<file path="config.mk">
export PLATFORM = sky130hd
export DESIGN_NAME = servo_pulse_generator_top
export DESIGN_NICKNAME = d
export VERILOG_FILES = /design/src/design/spg_pkg.sv /design/src/design/spg_scale.sv /design/src/design/spg_store.sv /design/src/design/spg_timer.sv /design/src/design/servo_pulse_generator_top.sv
export SDC_FILE = /design/constraint.sdc
export NUM_CORES = 1
export LEC_CHECK = 0
export BUFFER_PORTS_ARGS = -buffer_cell sky130_fd_sc_hd__buf_2
export CORE_MARGIN = 1
export CORE_UTILIZATION = 62
export CTS_CLUSTER_DIAMETER = 80
export CTS_CLUSTER_SIZE = 24
export DETAILED_ROUTE_END_ITERATION = 7
export MAX_ROUTING_LAYER = met4
export PLACE_DENSITY = 0.85
export SYNTH_ARGS = -nofsm -noshare
export SYNTH_HDL_FRONTEND = slang
export SYNTH_HIERARCHICAL = 1
export SYNTH_SLANG_ARGS = --single-unit
</file>
<file path="constraint.sdc">
create_clock -name clk -period 5.77 [get_ports clk]
set_input_delay 0.577 -clock clk [delete_from_list [all_inputs] [get_ports clk]]
set_output_delay 0.577 -clock clk [all_outputs]
set_load 0.01 [all_outputs]
</file>
<file path="src/design/spg_pkg.sv">
// Package for the servo pulse generator.
// Holds the beat types, the function codes and the fixed constants.
// It depends on nothing else.
package spg_pkg;

	// Number of pin bits in a result beat.
	localparam int unsigned PIN_W = 6;

	// Frame slots between two servo channels.
	localparam int unsigned SLOT_SPACING = 3;

	// Register reset values.
	localparam logic [7:0] PERIOD_TOP_RESET = 8'd249;
	localparam logic [5:0] CHAN_EN_RESET = 6'h3F;
	localparam logic [7:0] COMPARE_RESET = 8'd124;

	// Position band limits.
	localparam logic [7:0] BAND_LOW_END = 8'd64;
	localparam logic [7:0] BAND_MID_END = 8'd192;

	// Configuration register indexes.
	localparam logic REG_PERIOD_TOP = 1'b0;
	localparam logic REG_CHANNEL_ENABLE = 1'b1;

	// Item function codes.
	typedef enum logic [1:0] {
		FUNC_TICK = 2'd0,
		FUNC_SET  = 2'd1,
		FUNC_READ = 2'd2
	} func_t;

	// Input beat.
	typedef struct packed {
		func_t      func;
		logic [2:0] servo_index;
		logic [7:0] servo_value;
	} item_t;

	// Result beat.
	typedef struct packed {
		logic [PIN_W-1:0] pin_levels;
		logic [31:0]      elapsed_ms;
		logic [7:0]       read_value;
	} result_t;

	// Slot lookup from the position store to the timer.
	typedef struct packed {
		logic             hit;
		logic [PIN_W-1:0] pin_mask;
		logic [7:0]       compare;
		logic [1:0]       count;
	} slot_t;

endpackage

</file>
<file path="src/design/spg_scale.sv">
// Position scaler: maps a raw 0..255 position to a compare value and a
// whole-millisecond count in three bands. Uses spg_pkg constants.
module spg_scale (
	input  logic [7:0] period_top,
	input  logic [7:0] servo_value,
	output logic [7:0] compare,
	output logic [1:0] count
);

	logic [6:0]  half;
	logic [12:0] prod_edge;
	logic [7:0]  mid_offset;
	logic [14:0] prod_mid;

	// The low and high bands both scale the low six bits by half the period.
	assign half = period_top[7:1];
	assign prod_edge = 13'(servo_value[5:0]) * 13'(half);
	assign mid_offset = servo_value - spg_pkg::BAND_LOW_END;
	assign prod_mid = 15'(mid_offset[6:0]) * 15'(period_top);

	// Band selection.
	always_comb begin
		if (servo_value < spg_pkg::BAND_LOW_END) begin
			count = 2'd0;
			compare = 8'(prod_edge[12:6]) + 8'(half);
		end else if (servo_value < spg_pkg::BAND_MID_END) begin
			count = 2'd1;
			compare = prod_mid[14:7];
		end else begin
			count = 2'd2;
			compare = 8'(prod_edge[12:6]);
		end
	end

endmodule

</file>
<file path="src/design/spg_store.sv">
// Per-channel position store: raw positions, scaled compares and counts.
// Uses spg_pkg types and spg_scale for the position scaling.
module spg_store #(
	parameter int unsigned NUM_CHANNELS = 6
) (
	input  logic                      clk,
	input  logic                      arst_n,
	input  logic                      set_en,
	input  logic [2:0]                servo_index,
	input  logic [7:0]                servo_value,
	input  logic [7:0]                period_top,
	input  logic [5:0]                channel_enable,
	input  logic [4:0]                frame_index,
	output logic [7:0]                read_value,
	output spg_pkg::slot_t            slot
);

	localparam int unsigned IDX_W = (NUM_CHANNELS > 1) ? $clog2(NUM_CHANNELS) : 1;

	logic [7:0]       raw_q [NUM_CHANNELS];
	logic [7:0]       cmp_q [NUM_CHANNELS];
	logic [1:0]       cnt_q [NUM_CHANNELS];
	logic [7:0]       new_compare;
	logic [1:0]       new_count;
	logic             in_range;
	logic [IDX_W-1:0] idx;

	spg_scale u_scale (
		.period_top  (period_top),
		.servo_value (servo_value),
		.compare     (new_compare),
		.count       (new_count)
	);

	assign in_range = servo_index < 3'(NUM_CHANNELS);
	assign idx = servo_index[IDX_W-1:0];

	// A set stores even for a disabled channel; out-of-range indexes are dropped.
	always_ff @(posedge clk or negedge arst_n) begin
		if (!arst_n) begin
			for (int k = 0; k < NUM_CHANNELS; k++) begin
				raw_q[k] <= '0;
				cmp_q[k] <= spg_pkg::COMPARE_RESET;
				cnt_q[k] <= '0;
			end
		end else if (set_en && in_range) begin
			raw_q[idx] <= servo_value;
			cmp_q[idx] <= new_compare;
			cnt_q[idx] <= new_count;
		end
	end

	// Read-back is zero for a disabled or nonexistent channel.
	assign read_value = (in_range && channel_enable[servo_index]) ? raw_q[idx] : '0;

	// Find the enabled channel that owns the current frame slot.
	always_comb begin
		slot = '0;
		for (int k = 0; k < NUM_CHANNELS; k++) begin
			if (frame_index == 5'(k * spg_pkg::SLOT_SPACING) && channel_enable[k]) begin
				slot.hit = 1'b1;
				slot.pin_mask = spg_pkg::PIN_W'(1) << k;
				slot.compare = cmp_q[k];
				slot.count = cnt_q[k];
			end
		end
	end

endmodule

</file>
<file path="src/design/spg_timer.sv">
// Millisecond timer, frame counter and pin compare logic.
// Uses spg_pkg types; the slot lookup comes from spg_store.
module spg_timer #(
	parameter int unsigned FRAMES_PER_PERIOD = 20
) (
	input  logic                       clk,
	input  logic                       arst_n,
	input  logic                       tick_en,
	input  logic [7:0]                 period_top,
	input  spg_pkg::slot_t             slot,
	output logic [4:0]                 frame_index,
	output logic [spg_pkg::PIN_W-1:0]  pin_d,
	output logic [31:0]                ms_d
);

	logic [7:0]  sub_q, sub_d;
	logic [4:0]  frame_q, frame_d;
	logic [7:0]  loops_q, loops_d;
	logic [7:0]  acmp_q, acmp_d;
	logic        armed_q, armed_d;
	logic [spg_pkg::PIN_W-1:0] pin_q;
	logic [31:0] ms_q;
	logic        wrap;
	logic [5:0]  frame_inc;

	assign wrap = sub_q == period_top;
	assign frame_inc = {1'b0, frame_q} + 6'd1;
	assign frame_index = frame_q;

	// Next-state logic for one timer tick.
	always_comb begin
		sub_d = sub_q;
		frame_d = frame_q;
		loops_d = loops_q;
		acmp_d = acmp_q;
		armed_d = armed_q;
		pin_d = pin_q;
		ms_d = ms_q;
		if (tick_en) begin
			sub_d = wrap ? '0 : sub_q + 8'd1;
			if (wrap) begin
				if (slot.hit) begin
					acmp_d = slot.compare;
					loops_d = {6'd0, slot.count};
					pin_d = pin_q | slot.pin_mask;
				end
				// The count has run out: either end the pulse now or arm the compare.
				if (loops_d == '0) begin
					if (acmp_d == '0) begin
						pin_d = '0;
						armed_d = 1'b0;
					end else begin
						armed_d = 1'b1;
					end
				end
				loops_d = loops_d - 8'd1;
				frame_d = (frame_inc >= 6'(FRAMES_PER_PERIOD)) ? '0 : frame_inc[4:0];
				ms_d = ms_q + 32'd1;
			end
			// A compare match while armed ends the pulse.
			if (armed_d && sub_d == acmp_d) begin
				pin_d = '0;
				armed_d = 1'b0;
			end
		end
	end

	// Timer state registers.
	always_ff @(posedge clk or negedge arst_n) begin
		if (!arst_n) begin
			sub_q <= '0;
			frame_q <= '0;
			loops_q <= '0;
			acmp_q <= '0;
			armed_q <= 1'b0;
			pin_q <= '0;
			ms_q <= '0;
		end else begin
			sub_q <= sub_d;
			frame_q <= frame_d;
			loops_q <= loops_d;
			acmp_q <= acmp_d;
			armed_q <= armed_d;
			pin_q <= pin_d;
			ms_q <= ms_d;
		end
	end

	// The frame counter stays inside the frame.
	a_frame_range: assert property (@(posedge clk) disable iff (!arst_n)
		{1'b0, frame_q} < 6'(FRAMES_PER_PERIOD))
		else $error("frame index out of range");

	// The millisecond count moves only on a tick.
	a_ms_hold: assert property (@(posedge clk) disable iff (!arst_n)
		!tick_en |=> $stable(ms_q))
		else $error("millisecond count changed without a tick");

	// A wrap adds exactly one millisecond.
	a_ms_step: assert property (@(posedge clk) disable iff (!arst_n)
		tick_en && wrap |=> ms_q == $past(ms_q) + 32'd1)
		else $error("millisecond count did not step on wrap");

endmodule

</file>
<file path="src/design/servo_pulse_generator_top.sv">
// Servo pulse generator top level: input stage, result register, config.
// An accepted item beat goes through the input stage register, then the result register.
// Throughput: one item per cycle while result_stall is low; the whole update is one pass
// of logic between the input stage register and the result register.
// Reset: arst_n clears the timer, pins, stored positions and both stages;
// period_top returns to 249, channel_enable to all ones, compares to 124.
// Depends on spg_pkg, spg_store and spg_timer.
module servo_pulse_generator_top #(
	parameter int unsigned NUM_CHANNELS = 6,
	parameter int unsigned FRAMES_PER_PERIOD = 20
) (
	input  logic              clk,
	input  logic              arst_n,
	input  logic              cfg_we,
	input  logic              cfg_index,
	input  logic [7:0]        cfg_data,
	input  logic              item_valid,
	output logic              item_stall,
	input  spg_pkg::item_t    item,
	output logic              result_valid,
	input  logic              result_stall,
	output spg_pkg::result_t  result
);

	logic             valid_s1;
	spg_pkg::item_t   item_s1;
	logic [7:0]       period_top_q;
	logic [5:0]       channel_enable_q;
	logic             advance;
	logic             move;
	logic             tick_en;
	logic             set_en;
	logic             is_read;
	logic [7:0]       read_raw;
	logic [4:0]       frame_index;
	spg_pkg::slot_t   slot;
	logic [spg_pkg::PIN_W-1:0] pin_d;
	logic [31:0]      ms_d;

	// The stage moves forward when the result register is free or being taken.
	assign advance = !result_valid || !result_stall;
	assign move = valid_s1 && advance;
	assign item_stall = valid_s1 && !advance;

	// Decode the function of the item in the stage.
	always_comb begin
		tick_en = 1'b0;
		set_en = 1'b0;
		is_read = 1'b0;
		unique case (item_s1.func)
			spg_pkg::FUNC_TICK: tick_en = move;
			spg_pkg::FUNC_SET:  set_en = move;
			spg_pkg::FUNC_READ: is_read = 1'b1;
			default: ;
		endcase
	end

	// Configuration registers.
	always_ff @(posedge clk or negedge arst_n) begin
		if (!arst_n) begin
			period_top_q <= spg_pkg::PERIOD_TOP_RESET;
			channel_enable_q <= spg_pkg::CHAN_EN_RESET;
		end else if (cfg_we) begin
			unique case (cfg_index)
				spg_pkg::REG_PERIOD_TOP:     period_top_q <= cfg_data;
				spg_pkg::REG_CHANNEL_ENABLE: channel_enable_q <= cfg_data[5:0];
				default: ;
			endcase
		end
	end

	// Input stage.
	always_ff @(posedge clk or negedge arst_n) begin
		if (!arst_n) begin
			valid_s1 <= 1'b0;
		end else if (item_valid && !item_stall) begin
			valid_s1 <= 1'b1;
		end else if (move) begin
			valid_s1 <= 1'b0;
		end
	end

	always_ff @(posedge clk) begin
		if (item_valid && !item_stall) begin
			item_s1 <= item;
		end
	end

	spg_store #(
		.NUM_CHANNELS (NUM_CHANNELS)
	) u_store (
		.clk            (clk),
		.arst_n         (arst_n),
		.set_en         (set_en),
		.servo_index    (item_s1.servo_index),
		.servo_value    (item_s1.servo_value),
		.period_top     (period_top_q),
		.channel_enable (channel_enable_q),
		.frame_index    (frame_index),
		.read_value     (read_raw),
		.slot           (slot)
	);

	spg_timer #(
		.FRAMES_PER_PERIOD (FRAMES_PER_PERIOD)
	) u_timer (
		.clk         (clk),
		.arst_n      (arst_n),
		.tick_en     (tick_en),
		.period_top  (period_top_q),
		.slot        (slot),
		.frame_index (frame_index),
		.pin_d       (pin_d),
		.ms_d        (ms_d)
	);

	// Result register.
	always_ff @(posedge clk or negedge arst_n) begin
		if (!arst_n) begin
			result_valid <= 1'b0;
		end else if (move) begin
			result_valid <= 1'b1;
		end else if (!result_stall) begin
			result_valid <= 1'b0;
		end
	end

	always_ff @(posedge clk) begin
		if (move) begin
			result.pin_levels <= pin_d;
			result.elapsed_ms <= ms_d;
			result.read_value <= is_read ? read_raw : '0;
		end
	end

	// Input stalls only while an item waits in the stage.
	a_stall_cause: assert property (@(posedge clk) disable iff (!arst_n)
		item_stall |-> valid_s1 && result_valid && result_stall)
		else $error("input stalled without a blocked result");

	// A result beat leaves only when it is taken.
	a_result_taken: assert property (@(posedge clk) disable iff (!arst_n)
		$fell(result_valid) |-> $past(!result_stall))
		else $error("result beat dropped while stalled");

	// An item that moves always shows up as a result.
	a_move_result: assert property (@(posedge clk) disable iff (!arst_n)
		move |=> result_valid)
		else $error("moved item produced no result");

endmodule

</file>
# Yosys cells after proc, flatten, opt, wreduce, memory -nomap -nowiden
# Index checks and enable logic that the tools add are counted.
# op_classes
n_bitwise	3
shift	0
eq_ne	10
order_cmp	7
mux	52
n_reduce_logical	27
n_addsub	6
div	0
mul	2
# op_table
operator	count
two-way mux 8 bit	14
two-way mux 17 bit	6
bitwise mux 48 bit	2
two-way mux 32 bit	2
two-way mux 6 bit	6
adder 32 x 1 -> 32 bit (second input constant)	1
binary-select mux 8 bit (select 3 bit)	1
demux 8 bit (select 3 bit)	1
== test 8 bit	2
logical NOT 8 bit	2
== test 5 x 4 -> 1 bit (second input constant)	3
multiplier 7 x 8 -> 15 bit	1
logical AND 1 bit	13
multiplier 6 x 7 -> 13 bit	1
two-way mux 1 bit	13
bitwise mux 12 bit	1
adder 7 x 7 -> 8 bit	1
adder 8 x 1 -> 8 bit (second input constant)	1
less-than comparator 8 x 7 -> 1 bit (second input constant)	1
less-than comparator 8 bit (second input constant)	1
AND reduction 2 bit	4
subtractor 8 x 1 -> 8 bit (second input constant)	1
subtractor 7 bit (second input constant)	1
adder 5 x 1 -> 6 bit (second input constant)	1
other kinds (22)	27
# totals
in_bits	27
mem_bits_ro	0
latch_bits	0
word_cells	142
out_inout_bits	48
ram_bits	0
ff_bits	251
n_memories	0

# Logic depth before layout (Yosys ltp)
# depth
ltp_word	19
ltp_mapped	22
depth_no_buf	21

# Hierarchy
# The synthesis kept the hierarchy.
# by_module_without_submodules
mod	cells_per_inst	area_per_inst_um2	n_inst	seq_area_each_um2
spg_store	340	5151.2	1	2740.1
spg_timer	365	3644.7	1	1701.6
spg_scale	387	3270.6	1	0.0
servo_pulse_generator_top	110	2519.9	1	2187.1

# Least setup slack after synthesis
# OpenSTA, ideal clock, no wires.
# synth_timing
path_kind	reg-to-reg
start	register period_top_q[3]
end	register u_store/cmp_q[14] in the netlist's numbering
setup_ps	82
n_path_buf	1
stages_incl_launch_ff	20
period_less_slack_ps	5223
t_arrival_ps	5141
t_required_ps	5688
slack_ps	547
cell_sequence	dfstp_2 -> clkbuf_1 -> nand2_1 -> fa_1 -> fa_1 -> fa_1 -> inv_1 -> ha_1 -> a21oi_2 -> o21ai_0 -> xor2_1 -> ha_1 -> fa_1 -> a21o_1 -> a21oi_1 -> o21bai_1 -> a21oi_1 -> mux2_2 -> o221a_1 -> mux2_2
# synth_via
elab_chain_cells	4
word_cells_on_any_way	6
cone_classes	add/sub (1); mul (2); mux (3)
# synth_rtl
item	line	text
from (decl)	servo_pulse_generator_top.sv:27	logic [7:0] period_top_q;
from (signal assigned)	servo_pulse_generator_top.sv:61	period_top_q <= spg_pkg::PERIOD_TOP_RESET;
from (signal assigned)	servo_pulse_generator_top.sv:65	spg_pkg::REG_PERIOD_TOP: period_top_q <= cfg_data;
multiplier 6 x 7 -> 13 bit or multiplier 7 x 8 -> 15 bit (tied branches)	spg_scale.sv:17, spg_scale.sv:19	
adder 7 x 7 -> 8 bit or two-way mux 8 bit (tied branches)	spg_scale.sv:25, spg_scale.sv:26	
two-way mux 8 bit *	spg_scale.sv:23	if (servo_value < spg_pkg::BAND_LOW_END) begin
named net u_store.new_compare[6]	spg_store.sv:23	logic [7:0] new_compare;
bitwise mux 48 bit *	spg_store.sv:48	cmp_q[idx] <= new_compare;
to (signal, indexed assignment)	spg_store.sv:43	cmp_q[k] <= spg_pkg::COMPARE_RESET;
to (signal, indexed assignment)	spg_store.sv:48	
to (decl)	spg_store.sv:21	logic [7:0] cmp_q [NUM_CHANNELS];
# Mark *: on every way through the listed nets, which the timed path passes. The rest lies on a longest branch.
# A chain may end at the register's enable or synchronous reset.

# Worst setup path in the final report
# layout_timing
start	register period_top_q[3]
end	register u_store/cmp_q[6] in the netlist's numbering
# Same word-level chain as after synthesis.

==> impl_metrics.toml <==
[final_layout]
drive_gt1_share_pct = 29.2
synthToLayoutAreaGrowth_pct = 8.29
final_cell_mix = "dfrtp_1, mux2_2, inv_1"
antennaDiodeCount = 0
multiInputGateArea_um2 = 7300
final_cell_count_no_fill = 1604
final_common_cell = "dfrtp_1"
n_fill_cell = 1606
fin_nets = 1422
regArea_um2 = 6630

[clock_network]
cts_sinks = 251
clock_latency_ns = 0.51
cts-root-buf = "clkbuf_16"
cts_made_buffers = 15
cts_tree = "yes"
cts_hold_buffers = 0
ctsHtreeMaxLevel = 1
cts_max_path_buffers = 3
clkSlewWorstSetupHoldPaths_ns = 0.09

[global_route]
grt_usage_pct = 27.9
grt_max_degree = 105
grt_pass1_wl_um = 51100
grt.overflow.total = 0
grt_pass1_vias = 9819
antenna_found_initial = 0

[synthesis]
syn_nets = 1342
synth-edff-count = 59
ys_types = 89
muxShareOfSynthArea_pct = 12.7
synth_top_area_share_pct = 25.7
ys_warn_count = 6
yosys_register_bits = 251
synth_top_family_by_area = "multiplexers"
synth_compound_area_share_pct = 9.40
synth-xor-area-share_pct = 4.31
yosys-top-cells-area = "dfrtp_1, edfxtp_1, mux2_2, dfstp_2, fa_1"
syn_area_per_cell_um2 = 12.1
postSynth.asyncResetShare_pct = 76.5
netlist_area_um2 = 14600
ys_seq_area_share_pct = 45.4
synth_adder_area_share_pct = 12.1
yosys.area_share.simple_pct = 11.4
synth_area_leader_cell = "dfrtp_1"
synthCells = 1202
yosys_most_used_dff = "dfrtp_1"

[hold_path]
hold_path_class = "in2async"

[setup_path]
cp-start-kind = "register"
r2r-start = "period_top_q[3]"
reg2reg_depth = 18
crit_path_end_kind = "register"
crit_arrival_ns = 6.02
timing.rr.end = "u_store/cmp_q[6]"
required_ns = 6.19
critPathKind = "reg2reg"
cp_max_fo = 12
cp-startpoint = "period_top_q[3]"
crit_end = "u_store/cmp_q[6]"
reg2reg_setup_slack_ns = 0.18

[die]
die_x_um = 155
pin_count = 75
start_util_pct = 63.8
core_area_um2 = 22800
dieHeight_um = 155
die_area_um2 = 24100
fp-row-count = 55

[placement]
dp_cells = 1567
port_buffers = 74
dp_hpwl_um = 23100
gp_congestion = 0.926

[job]
cap_viol_max_count = 0

[timing]
drv_slew = 0
finalHoldViolations = 0
period_share_pct = 96.9
finalSetupViolations = 0
max_freq_mhz = 179
whs_ns = 0.153
finClkSkew_ns = 0.0285
fin_crit_ns = 5.59
maxSlewHeadroom_pct = 22.5
tightest_slew_ns = 1.16
fin_setup_tns_ns = 0

[power_and_ir_drop]
p_leak_nw = 7.25
p_per_area_nw_per_um2 = 403
ir_drop_v = 0.000278

[run_status]
status = "finished clean"

[route]
antenna_left = 0
via_count = 9712
wl_per_cell_um = 19.9
drt_wl_total_um = 31900
drt_iter0_drc = 781
dr.pass1.iters = 7
vias_per_cell = 6.05
drc_errors = 0
==> what timing repair did <==
action	4_1_cts	5_1_grt
setup buffers	0	11
gates resized for setup	0	1
setup endpoints to repair	0	6
==> cells by family (layout without fill, tap and decap cells) <==
kind of cell	count (synthesis)	after routing
xor gates and xnor gates	70	70
and+or+nand+nor	290	290
adders and majority gates	113	113
DFF	251	251
AOI/OAI and AO/OA	172	172
buffers and inverters	151	240
muxes	155	155
==> sequential cells by signal, indices dropped and copies added, names as in the netlist, 5 cells and up <==
| signal | count |
|---|---|
| u_timer/frame_index | 5 |
| period_top_q | 8 |
| u_store/cnt_q | 12 |
| channel_enable_q | 6 |
| u_timer/pin_q | 6 |
| u_store/raw_q | 48 |
| u_timer/acmp_q | 8 |
| item_s1 | 13 |
| u_timer/ms_q | 32 |
| u_timer/loops_q | 8 |
| u_store/cmp_q | 48 |
| u_timer/sub_q | 8 |
| result | 46 |
==> worst min-delay path by stage <==
stage	cells past startpoint	end	from	slack (ns)
final	1	u_timer/ms_q[19]	arst_n	0.15
after global routing	1	u_timer/ms_q[20]	arst_n	0.22
after CTS	1	u_timer/ms_q[13]	arst_n	0.22
after detailed placement	1	u_timer/ms_q[31]	u_timer/ms_q[31]	0.46
after global placement	1	u_timer/ms_q[31]	u_timer/ms_q[31]	0.46
after floorplan	0	period_top_q[1]	arst_n	0.28
==> stage by stage <==
stage / setup WS, ns / total power [mW] / util, % / cell area (um^2)
floorplan: 0.547 / 4.41 / - / 14600
global placement: 0.449 / 5.10 / 66.8 / 15300
detailed placement: 0.170 / 5.23 / 66.8 / 15300
CTS: 0.142 / 6.34 / 68.8 / 15700
global route: -0.000403 / 6.77 / 69.1 / 15800
finish: 0.178 / 6.37 / 69.1 / 15800
==> synthesized netlist by cell type (11+ instances only) <==
cell type	number
dfstp_2	42
a21o_1	11
ha_1	66
edfxtp_1	59
xnor2_1	44
and2_1	33
inv_1	108
o21ai_0	34
a22oi_1	15
a21oi_1	29
fa_1	47
clkbuf_1	14
nand2_1	79
nor3_1	13
xor2_1	24
nand2b_1	14
mux2_2	124
nand3_1	23
nor2_1	46
dfrtp_1	150
==> power breakdown <==
part	switching (mW)	leakage [nW]	total, mW	internal, mW
combinational	1.63	4.02	2.88	1.25
clock	0.597	0.222	1.10	0.501
sequential	0.211	3.01	2.39	2.18
==> layer usage <==
metal | share of wire, % | global-route usage (%) | vias up
met5 | 0 | - | -
met1 | 43 | 36.7 | 4884
li1 | - | - | 4410
met2 | 49 | 45.7 | 355
met3 | 5.3 | 3.06 | 63
met4 | 2.8 | 9.06 | 0
==> cell type report <==
class	instances	area share (%)
clock buffer	19	2.47
clock inverter	7	0.356
inverter	108	2.57
multi-input combinational	800	46.2
sequential	251	42.0
tap	313	2.48
timing repair buffer	106	3.92
==> critical path: stages, from the launching register on <==
cell and delay [ns]:
dfstp_4 0.73, nand2_1 0.11, fa_1 0.49, fa_1 0.53, fa_1 0.54, inv_1 0.04
ha_1 0.32, a21oi_2 0.21, o21ai_0 0.14, xor2_1 0.17, ha_1 0.22, fa_1 0.41
a21o_1 0.19, a21oi_1 0.21, o21bai_1 0.13, a21oi_1 0.22, mux2_2 0.36, o221a_1 0.18
mux2_2 0.29
(Power assumes the default switching activity.)
